## config.mk

```make
export PLATFORM = sky130hd
export DESIGN_NAME = cobs_frame_decoder
export DESIGN_NICKNAME = d
export VERILOG_FILES = /design/src/design/cfd_pkg.sv /design/src/design/cfd_front.sv /design/src/design/cfd_queue.sv /design/src/design/cfd_back.sv /design/src/design/cobs_frame_decoder.sv
export SDC_FILE = /design/constraint.sdc
export NUM_CORES = 1
export LEC_CHECK = 0
export ABC_AREA = 1
export BUFFER_PORTS_ARGS = -buffer_cell sky130_fd_sc_hd__clkbuf_2
export CAP_MARGIN = 20
export CELL_PAD_IN_SITES_DETAIL_PLACEMENT = 1
export CELL_PAD_IN_SITES_GLOBAL_PLACEMENT = 2
export CORE_UTILIZATION = 29
export CTS_CLUSTER_SIZE = 25
export DETAILED_ROUTE_END_ITERATION = 8
export GPL_ROUTABILITY_DRIVEN = 0
export PLACE_DENSITY_LB_ADDON = 0.1
export SLEW_MARGIN = 20
export SYNTH_ARGS = -nofsm -noshare
export SYNTH_HDL_FRONTEND = slang
export SYNTH_SLANG_ARGS = --single-unit
```

## constraint.sdc

```tcl
create_clock -name clock -period 6.1 [get_ports clock]
set_input_delay 1.22 -clock clock [delete_from_list [all_inputs] [get_ports clock]]
set_output_delay 1.22 -clock clock [all_outputs]
set_load 0.01 [all_outputs]
```

## src/design/cfd_pkg.sv

```systemverilog
`timescale 1ns / 1ps
`default_nettype none

package cfd_pkg;

   localparam int BYTE_WIDTH = 8;
   localparam int CSR_WIDTH = 16;
   localparam int OUT_LEN_WIDTH = 16;
   localparam logic [CSR_WIDTH-1:0] CSR_RESET = 16'hFFFF;
   localparam logic [BYTE_WIDTH-1:0] FULL_CODE = 8'hFF;

   localparam int QUEUE_DEPTH = 2;
   localparam int QUEUE_PTR_WIDTH = 1;
   localparam int QUEUE_CNT_WIDTH = 2;

   typedef enum logic [2:0] {
      STATUS_OK            = 3'd0,
      STATUS_ZERO_CODE     = 3'd1,
      STATUS_ZERO_IN_BLOCK = 3'd2,
      STATUS_TRUNCATED     = 3'd3,
      STATUS_OVERFLOW      = 3'd4
   } status_type;

   // Everything one request leaves for the output side: an optional data byte
   // followed by an optional end-of-frame status.
   typedef struct packed {
      logic                     data_vld;
      logic [BYTE_WIDTH-1:0]    data;
      logic                     done_vld;
      status_type               status;
      logic [OUT_LEN_WIDTH-1:0] length;
   } job_type;

endpackage

`default_nettype wire

```

## src/design/cfd_front.sv

```systemverilog
`timescale 1ns / 1ps
`default_nettype none

module cfd_front #(
   parameter int LEN_WIDTH = 16
) (
   input  wire logic                         clock,
   input  wire logic                         reset,
   input  wire logic                         req_valid,
   output      logic                         req_ready,
   input  wire logic [cfd_pkg::BYTE_WIDTH-1:0] req_in_byte,
   input  wire logic                         req_frame_last,
   input  wire logic                         csr_wr_en,
   input  wire logic [cfd_pkg::CSR_WIDTH-1:0] csr_wr_data,
   output      logic                         job_push,
   output      cfd_pkg::job_type             job_data,
   input  wire logic                         queue_full
);
   import cfd_pkg::*;

   localparam int CW = (LEN_WIDTH > CSR_WIDTH) ? LEN_WIDTH : CSR_WIDTH;
   localparam logic [LEN_WIDTH-1:0] COUNT_MAX = '1;
   localparam logic [CW-1:0] COUNT_MAX_EXT = CW'(COUNT_MAX);
   localparam logic [CW-1:0] CSR_RESET_EXT = CW'(CSR_RESET);
   localparam logic [LEN_WIDTH-1:0] LIMIT_RESET =
      LEN_WIDTH'((CSR_RESET_EXT < COUNT_MAX_EXT) ? CSR_RESET_EXT : COUNT_MAX_EXT);

   logic [BYTE_WIDTH-1:0] left_ff, left_in;
   logic                  full_ff, full_in;
   logic                  seen_ff, seen_in;
   logic [LEN_WIDTH-1:0]  count_ff, count_in;
   status_type            err_ff, err_in;
   logic [LEN_WIDTH-1:0]  limit_ff, limit_in;
   logic [CW-1:0]         csr_ext;
   logic                  accept;
   logic                  at_limit;
   logic                  emit;
   logic [BYTE_WIDTH-1:0] emit_byte;
   status_type            final_status;

   assign req_ready = !queue_full;
   assign accept    = req_valid && req_ready;
   assign at_limit  = count_ff >= limit_ff;

   // The effective capacity is the smaller of the register and the counter range,
   // so it is worked out once when the register is written.
   assign csr_ext  = CW'(csr_wr_data);
   assign limit_in = LEN_WIDTH'((csr_ext < COUNT_MAX_EXT) ? csr_ext : COUNT_MAX_EXT);

   always_comb begin
      err_in       = err_ff;
      left_in      = left_ff;
      full_in      = full_ff;
      seen_in      = seen_ff;
      count_in     = count_ff;
      emit         = 1'b0;
      emit_byte    = '0;
      final_status = STATUS_OK;
      if (err_ff == STATUS_OK) begin
         if (left_ff == '0) begin
            // A new code byte closes the previous block with an implicit zero
            // unless that block was a full one.
            if (seen_ff && !full_ff) begin
               if (at_limit) begin
                  err_in = STATUS_OVERFLOW;
               end else begin
                  emit     = 1'b1;
                  count_in = count_ff + 1'b1;
               end
            end
            if (err_in == STATUS_OK) begin
               if (req_in_byte == '0) begin
                  err_in = STATUS_ZERO_CODE;
               end else begin
                  left_in = req_in_byte - 1'b1;
                  full_in = (req_in_byte == FULL_CODE);
                  seen_in = 1'b1;
               end
            end
         end else begin
            if (req_in_byte == '0) begin
               err_in = STATUS_ZERO_IN_BLOCK;
            end else if (at_limit) begin
               err_in = STATUS_OVERFLOW;
            end else begin
               emit      = 1'b1;
               emit_byte = req_in_byte;
               count_in  = count_ff + 1'b1;
               left_in   = left_ff - 1'b1;
            end
         end
      end
      final_status = err_in;
      if (err_in == STATUS_OK && left_in != '0) begin
         final_status = STATUS_TRUNCATED;
      end
      job_data.data_vld = emit;
      job_data.data     = emit_byte;
      job_data.done_vld = req_frame_last;
      job_data.status   = final_status;
      job_data.length   = OUT_LEN_WIDTH'(count_in);
      if (req_frame_last) begin
         err_in   = STATUS_OK;
         left_in  = '0;
         full_in  = 1'b0;
         seen_in  = 1'b0;
         count_in = '0;
      end
   end

   assign job_push = accept && (emit || req_frame_last);

   always_ff @(posedge clock) begin
      if (reset) begin
         err_ff   <= STATUS_OK;
         left_ff  <= '0;
         full_ff  <= 1'b0;
         seen_ff  <= 1'b0;
         count_ff <= '0;
         limit_ff <= LIMIT_RESET;
      end else begin
         if (accept) begin
            err_ff   <= err_in;
            left_ff  <= left_in;
            full_ff  <= full_in;
            seen_ff  <= seen_in;
            count_ff <= count_in;
         end
         if (csr_wr_en) begin
            limit_ff <= limit_in;
         end
      end
   end

`ifndef SYNTHESIS
   a_frame_clears: assert property (@(posedge clock) disable iff (reset)
      accept && req_frame_last |=> count_ff == '0 && err_ff == STATUS_OK && !seen_ff)
      else $error("frame state not cleared after frame end");
   a_block_needs_code: assert property (@(posedge clock) disable iff (reset)
      left_ff != '0 |-> seen_ff)
      else $error("literal bytes owed without a code byte");
   a_no_data_after_error: assert property (@(posedge clock) disable iff (reset)
      err_ff != STATUS_OK |-> !job_data.data_vld)
      else $error("data byte produced after an error");
`endif

endmodule

`default_nettype wire

```

## src/design/cfd_queue.sv

```systemverilog
`timescale 1ns / 1ps
`default_nettype none

module cfd_queue (
   input  wire logic             clock,
   input  wire logic             reset,
   input  wire logic             push,
   input  wire cfd_pkg::job_type push_data,
   output      logic             full,
   input  wire logic             pop,
   output      cfd_pkg::job_type pop_data,
   output      logic             empty
);
   import cfd_pkg::*;

   job_type                      entry_ff [QUEUE_DEPTH];
   logic [QUEUE_PTR_WIDTH-1:0]   wr_ptr_ff;
   logic [QUEUE_PTR_WIDTH-1:0]   rd_ptr_ff;
   logic [QUEUE_CNT_WIDTH-1:0]   count_ff, count_in;
   logic                         do_push;
   logic                         do_pop;

   assign full     = count_ff == QUEUE_CNT_WIDTH'(QUEUE_DEPTH);
   assign empty    = count_ff == '0;
   assign do_push  = push && !full;
   assign do_pop   = pop && !empty;
   assign pop_data = entry_ff[rd_ptr_ff];

   always_comb begin
      count_in = count_ff;
      if (do_push && !do_pop) begin
         count_in = count_ff + 1'b1;
      end else if (do_pop && !do_push) begin
         count_in = count_ff - 1'b1;
      end
   end

   always_ff @(posedge clock) begin
      if (do_push) begin
         entry_ff[wr_ptr_ff] <= push_data;
      end
   end

   always_ff @(posedge clock) begin
      if (reset) begin
         wr_ptr_ff <= '0;
         rd_ptr_ff <= '0;
         count_ff  <= '0;
      end else begin
         if (do_push) begin
            wr_ptr_ff <= wr_ptr_ff + 1'b1;
         end
         if (do_pop) begin
            rd_ptr_ff <= rd_ptr_ff + 1'b1;
         end
         count_ff <= count_in;
      end
   end

`ifndef SYNTHESIS
   a_count_bound: assert property (@(posedge clock) disable iff (reset)
      count_ff <= QUEUE_CNT_WIDTH'(QUEUE_DEPTH))
      else $error("queue occupancy beyond its depth");
   a_no_push_full: assert property (@(posedge clock) disable iff (reset)
      full |-> !push)
      else $error("request pushed into a full queue");
`endif

endmodule

`default_nettype wire

```

## src/design/cfd_back.sv

```systemverilog
`timescale 1ns / 1ps
`default_nettype none

module cfd_back (
   input  wire logic                             clock,
   input  wire logic                             reset,
   input  wire cfd_pkg::job_type                 job_data,
   input  wire logic                             queue_empty,
   output      logic                             job_pop,
   output      logic                             rsp_valid,
   input  wire logic                             rsp_ready,
   output      logic [cfd_pkg::BYTE_WIDTH-1:0]   rsp_out_byte,
   output      logic                             rsp_is_data,
   output      logic                             rsp_frame_done,
   output      logic [2:0]                       rsp_status,
   output      logic [cfd_pkg::OUT_LEN_WIDTH-1:0] rsp_decoded_length
);
   import cfd_pkg::*;

   job_type cur_ff;
   logic    data_pend_ff, data_pend_in;
   logic    done_pend_ff, done_pend_in;
   logic    rsp_fire;
   logic    last_result;

   assign rsp_valid   = data_pend_ff || done_pend_ff;
   assign rsp_fire    = rsp_valid && rsp_ready;
   // The current request is finished once its final pending result is taken.
   assign last_result = !(data_pend_ff && done_pend_ff);
   assign job_pop     = !queue_empty && (!rsp_valid || (rsp_fire && last_result));

   always_comb begin
      data_pend_in = data_pend_ff;
      done_pend_in = done_pend_ff;
      if (job_pop) begin
         data_pend_in = job_data.data_vld;
         done_pend_in = job_data.done_vld;
      end else if (rsp_fire) begin
         if (data_pend_ff) begin
            data_pend_in = 1'b0;
         end else begin
            done_pend_in = 1'b0;
         end
      end
   end

   always_ff @(posedge clock) begin
      if (job_pop) begin
         cur_ff <= job_data;
      end
   end

   always_ff @(posedge clock) begin
      if (reset) begin
         data_pend_ff <= 1'b0;
         done_pend_ff <= 1'b0;
      end else begin
         data_pend_ff <= data_pend_in;
         done_pend_ff <= done_pend_in;
      end
   end

   assign rsp_out_byte       = data_pend_ff ? cur_ff.data : '0;
   assign rsp_is_data        = data_pend_ff;
   assign rsp_frame_done     = !data_pend_ff && done_pend_ff;
   assign rsp_status         = data_pend_ff ? STATUS_OK : cur_ff.status;
   assign rsp_decoded_length = data_pend_ff ? '0 : cur_ff.length;

`ifndef SYNTHESIS
   a_one_kind: assert property (@(posedge clock) disable iff (reset)
      rsp_valid |-> $onehot({rsp_is_data, rsp_frame_done}))
      else $error("result is neither or both of data and status");
`endif

endmodule

`default_nettype wire

```

## src/design/cobs_frame_decoder.sv

```systemverilog
// Streaming COBS decoder.
// Request channel (req_valid/req_ready): one encoded byte per request, with
// req_frame_last marking the final byte of a frame. Response channel
// (rsp_valid/rsp_ready): a request yields up to two responses, a decoded byte
// (rsp_is_data) and, on the last byte of a frame, one status response
// (rsp_frame_done) with the error code and the decoded length.
// csr_wr_en/csr_wr_data set the per-frame output capacity; write it only while
// the block is idle.
// The first response of a request is registered in the queue and then in the
// back end before it is valid. Throughput: one request per cycle while rsp_ready
// stays high and each request yields at most one response; a request that yields
// two responses uses the response port twice, which is the limiting resource.
// The front end works out the frame state update combinationally and feeds a
// two-entry queue; the back end drains it, so the request side keeps accepting
// while a response waits. When rsp_ready is low, the back end holds one request
// and the queue two more, after which req_ready drops.
// Reset clears the frame state, empties the queue and sets the capacity to
// 65535 (or the counter range if smaller).
`timescale 1ns / 1ps
`default_nettype none

module cobs_frame_decoder #(
   parameter int LEN_WIDTH = 16
) (
   input  wire logic                              clock,
   input  wire logic                              reset,
   input  wire logic                              req_valid,
   output      logic                              req_ready,
   input  wire logic [cfd_pkg::BYTE_WIDTH-1:0]    req_in_byte,
   input  wire logic                              req_frame_last,
   output      logic                              rsp_valid,
   input  wire logic                              rsp_ready,
   output      logic [cfd_pkg::BYTE_WIDTH-1:0]    rsp_out_byte,
   output      logic                              rsp_is_data,
   output      logic                              rsp_frame_done,
   output      logic [2:0]                        rsp_status,
   output      logic [cfd_pkg::OUT_LEN_WIDTH-1:0] rsp_decoded_length,
   input  wire logic                              csr_wr_en,
   input  wire logic [cfd_pkg::CSR_WIDTH-1:0]     csr_wr_data
);
   import cfd_pkg::*;

   logic    job_push;
   job_type job_in;
   logic    queue_full;
   logic    job_pop;
   job_type job_out;
   logic    queue_empty;

   cfd_front #(
      .LEN_WIDTH(LEN_WIDTH)
   ) u_front (
      .clock         (clock),
      .reset         (reset),
      .req_valid     (req_valid),
      .req_ready     (req_ready),
      .req_in_byte   (req_in_byte),
      .req_frame_last(req_frame_last),
      .csr_wr_en     (csr_wr_en),
      .csr_wr_data   (csr_wr_data),
      .job_push      (job_push),
      .job_data      (job_in),
      .queue_full    (queue_full)
   );

   cfd_queue u_queue (
      .clock    (clock),
      .reset    (reset),
      .push     (job_push),
      .push_data(job_in),
      .full     (queue_full),
      .pop      (job_pop),
      .pop_data (job_out),
      .empty    (queue_empty)
   );

   cfd_back u_back (
      .clock             (clock),
      .reset             (reset),
      .job_data          (job_out),
      .queue_empty       (queue_empty),
      .job_pop           (job_pop),
      .rsp_valid         (rsp_valid),
      .rsp_ready         (rsp_ready),
      .rsp_out_byte      (rsp_out_byte),
      .rsp_is_data       (rsp_is_data),
      .rsp_frame_done    (rsp_frame_done),
      .rsp_status        (rsp_status),
      .rsp_decoded_length(rsp_decoded_length)
   );

endmodule

`default_nettype wire

```

* After elaboration in Yosys (flattened, before gate mapping)
Memory sizes are Yosys's and may differ from the RTL's. A register that Yosys moved wholly into a read port is not among the register bits.
Cells that the tools add are included.
** Word-level totals
- Memories kept :: 1
- Input port bits :: 30
- Bits in writable memories :: 58
- Output and inout bits :: 31
- Register bits :: 78
** Memory list
- u_queue.entry_ff :: depth 2, bits a word 29, read ports 1, clocked after memory_dff 1, wr ports 1, RTL line cfd_queue.sv:16 : job_type entry_ff [QUEUE_DEPTH];
** Operators by class
- Muxes and demuxes :: 58
- $lt $le $gt $ge :: 2
- $add $sub $neg :: 7
- Reduce and logical (&&, ||, !) cells :: 38
- Eq/ne operators :: 4
** Operators by type and width (number)
- two-way mux 16 bit :: 8
- two-way mux 8 bit :: 12
- two-way mux 3 bit :: 12
- two-way mux 1 bit :: 24
- adder 16 x 1 -> 16 bit (second input constant) :: 1
- greater-or-equal comparator 16 bit :: 1
- logical NOT 8 bit :: 2
- < comparator 16 bit (second input constant) :: 1
- subtractor 8 x 1 -> 8 bit (second input constant) :: 2
- logical AND 1 bit :: 13
- nonzero test 2 bit :: 5
- logical NOT 3 bit :: 3
- == test 8 bit (second input constant) :: 1
- logical NOT 1 bit :: 8
- nonzero test 8 bit :: 1
- AND reduction 5 bit :: 1
- two-way mux 2 bit :: 2
- inequality test 2 bit (second input constant) :: 2
- logical OR 1 bit :: 3
- adder 1 bit (second input constant) :: 2
- adder 2 x 1 -> 2 bit (second input constant) :: 1
- == test 2 bit (second input constant) :: 1
- logical NOT 2 bit :: 1
- AND reduction 2 bit :: 1
- subtractor 2 x 1 -> 2 bit (second input constant) :: 1

* Logic depth before layout (Yosys ltp)
- Word-level depth :: 12
- Depth in mapped cells :: 24
- Gate-level depth less buffers :: 23

* Cells and area by module
From an unflattened synthesis, not the netlist that was laid out.
** Unflattened totals
- Cells, all modules :: 884
- Area, all modules :: 7582.3 um^2
** By module, submodules not included
- cfd_front :: area each 4027.6 um^2, seq. area each 900.9 um^2, times used 1, cells each 649
- cfd_queue :: area each 2379.8 um^2, seq. area each 1841.8 um^2, times used 1, cells each 127
- cfd_back :: area each 1174.9 um^2, seq. area each 850.8 um^2, times used 1, cells each 108

* Least setup slack after synthesis
OpenSTA, ideal clock, no wires.
- Path kind :: input to register
- Start point :: input port req_in_byte[0] in the netlist's numbering
- End point :: memory u_queue.entry_ff[1][0] in the netlist's numbering (enable)
- Path slack :: 2.006 ns
- Stages on the path :: 11
- Buffers on the path :: 0
- Setup time :: 0.416 ns
- Data arrival time :: 3.678 ns
- Cell sequence :: inv_1 ha_1 nand4_1 nand3_2 nand2_2 inv_2 nor2_8 inv_1 a21oi_1 inv_1 nor2_1
** RTL lines
- from (decl) :: RTL line cobs_frame_decoder.sv:29 : input wire logic [cfd_pkg::BYTE_WIDTH-1:0] req_in_byte,
- to (decl) :: RTL line cfd_queue.sv:16

==> flow_summary.json <==
{
  "vias_per_cell": 4.513,
  "drtPass1Iterations": 5,
  "synthAdderAreaFrac_pct": 4.189,
  "root_buffer": "clkbuf_16",
  "n_fill_cell": 2651,
  "p_clk_share_pct": 29.3,
  "status": "completed",
  "detailed_place_hpwl_mm": 12.64,
  "initial_core_util_pct": 29.98,
  "synth.distinct_cells": 45,
  "totalWireLength_mm": 17.42,
  "antenna_left": 0,
  "peakVddDrop_mv": 0.1923,
  "dieWidth_um": 155.9,
  "ys_async_sr_fraction_pct": 0,
  "antenna_cells": 0,
  "synth_xor_area_share_pct": 2.404,
  "cts_hold_buffers": 0,
  "clock_tree.buffer_depth": 2,
  "post_dp_cell_area_mm2": 0.007533,
  "syn-num-nets": 814,
  "maxCapViolations": 0,
  "tightest_slew_ns": 0.7682,
  "overflow": 0,
  "drt_iter0_drc": 199,
  "final_hold_viol_count": 0,
  "holdPathStages": 1,
  "syn_inst": 761,
  "grt_pass1_wl_mm": 28.87,
  "syn_area_mm2": 0.006869,
  "synthMuxAreaShare_pct": 4.754,
  "dpl.cell_count": 1119,
  "design_area_mm2": 0.008122,
  "leakagePower_nw": 3.594,
  "htreeDepth": 4,
  "cp-end-kind": "flip-flop",
  "hold_slack_ns": 0.4510,
  "max_freq_ghz": 0.2458,
  "drcViolationCount": 0,
  "rows": 55,
  "yosys_warnings": 0,
  "grt_pass1_vias": 5418,
  "final_cells": 1151,
  "crit_arrival_ns": 4.18,
  "cp-start-kind": "input pin",
  "synth_edf_count": 85,
  "min_period_over_period_pct": 66.70,
  "final_common_cell": "nand2_1",
  "cts_resized": 0,
  "clkSinkCount": 137,
  "fin_tns_setup_ns": 0,
  "cts_buffers": 17,
  "post-cts-setup-buffers": 0,
  "cts_tree": "yes",
  "period_needed_ns": 4.069,
  "rsz0062_at_grt": "false",
  "hold_class": "reg2reg",
  "mostFrequentLayoutCells": "nand2_1 (177), inv_1 (100), edfxtp_1 (85)",
  "clk_pin_slew_ns": 0.06,
  "area_growth_syn_to_layout_pct": 18.23,
  "nets": 878,
  "gr-usage-all-layers_pct": 15.51,
  "yosys.area_share.simple_pct": 21.48,
  "max_slew_margin_pct": 48.73,
  "clock_latency_ns": 0.42,
  "crit_type": "in2reg",
  "drive_above_1_share_pct": 19.81,
  "yosysSeqAreaShare_pct": 52.31,
  "required_ns": 6.21,
  "ys_seq_elements": 137,
  "vias": 5194,
  "switchingPower_w": 0.001237,
  "synthFlopType": "edfxtp_1",
  "port_buffers": 60,
  "reg2reg_depth": 13,
  "setup_viol_count_final": 0,
  "multi_input_area_mm2": 0.002778,
  "synth_top_cell_area_share_pct": 37.16,
  "antenna_found_initial": 0,
  "yosys.area.top_type": "edfxtp_1",
  "netSwitchingFraction_pct": 35.56,
  "core-area_mm2": 0.02292,
  "io_pins": 61,
  "avgSynthCellArea_um2": 9.026,
  "comb_power_share_pct": 31.6,
  "seq_power_share_pct": 39.1,
  "worst-path-max-fanout": 15,
  "synth_compound_area_share_pct": 7.486,
  "finalMaxSlewViolations": 0,
  "power_density_mw_per_mm2": 428.2,
  "skew_ns": 0.01235,
  "die-area_mm2": 0.02431,
  "grt_max_degree": 50,
  "synth_area_leaders": "edfxtp_1 (37%), dfxtp_1 (15%), nand2_1 (9.7%)",
  "synth_top_family_by_area": "simple AND/OR/NAND/NOR gates",
  "die_y_um": 155.9,
  "p_int_w": 0.002241,
  "routedWlPerCell_um": 15.14,
  "regArea_mm2": 0.003595
}
==> logic make-up after synthesis <==
kind of cell / count (synthesis)
xor gates and xnor gates: 18
muxes: 29
and+or+nand+nor: 326
DFF: 137
buffers and inverters: 132
AOI/OAI and AO/OA: 96
adders and majority gates: 23
==> layer usage <==
metal | GRT usage [%] | part of all wire [%] | wire, um
met1 | 21.11 | 50 | 8783
met2 | 25.19 | 46 | 8070
met3 | 2.056 | 2.0 | 356
met4 | 5.462 | 1.2 | 213
met5 | 0 | 0 | 0
==> stage by stage <==
step	utilization, %	setup slack, ns	total power (W)
3_3_place_gp	32.87	1.654	0.002465
4_1_cts	35.44	1.931	0.003543
2_1_floorplan	-	2.006	0.002137
5_1_grt	35.44	1.705	0.003721
3_5_place_dp	32.87	1.523	0.002502
6_report	35.44	2.031	0.003478
==> worst max-delay path, cell delays in order <==
cell,delay (ns)
clkbuf_2,0.11
inv_1,0.08
ha_1,0.20
nand4_1,0.44
nand3_2,0.30
nand2_2,0.18
inv_2,0.08
nor2_8,0.17
inv_1,0.08
a21oi_1,0.22
inv_1,0.12
nor2_2,0.60
buf_4,0.36
==> power groups by stage <==
stage	clock network, W	registers [W]	logic (W)
after floorplan	0	0.00135	0.000790
after global placement	0	0.00137	0.00109
after detailed placement	0	0.00138	0.00112
after CTS	0.00105	0.00136	0.00113
after global routing	0.00109	0.00139	0.00125
final	0.00102	0.00136	0.00110
==> registers in the layout, indices dropped and copies added, names as in the netlist, named ones only <==
| name | count |
|---|---|
| u_back.cur_ff | 27 |
| u_back.done_pend_ff | 1 |
| u_back.rsp_is_data | 1 |
| u_front.count_ff | 16 |
| u_front.err_ff | 3 |
| u_front.full_ff | 1 |
| u_front.left_ff | 8 |
| u_front.limit_ff | 16 |
| u_front.seen_ff | 1 |
| u_queue.count_ff | 2 |
| u_queue.entry_ff | 58 |
| u_queue.rd_ptr_ff | 1 |
| u_queue.wr_ptr_ff | 1 |
==> layout make-up <==
class                   count  area share (%)
clock inverters            15           1.987
clock buffers              17           5.238
multi-input cells         492           34.20
inverters                 109           5.053
flip-flops and latches    137           44.26
well taps                 313           4.822
repair buffers             68           4.437
==> path summary, 6_finish.rpt <==
path	startpoint	endpoint	slack [ns]
setup / recovery	req_in_byte[0]	u_queue.entry_ff[0][1]	2.03
hold / removal	u_queue.rd_ptr_ff	flip-flop	0.45
hold reg to reg	u_queue.rd_ptr_ff	flip-flop	0.45
setup reg to reg	u_front.count_ff[13]	u_queue.entry_ff[0][1]	2.30
==> Yosys cell counts, drive strengths merged, types with 2 or more instances <==
library cell and number:
xnor2 5, nand2 187, buf 6, edfxtp 85, nor3 14, clkbuf 17
mux2 29, xor2 13, clkinv 3, nand4 10, nand3b 4, and2 2
nor2 59, dfxtp 52, a21oi 59, o21ai 29, inv 106, a211oi 3
nand3 46, ha 23
(Power assumes the default switching activity.)
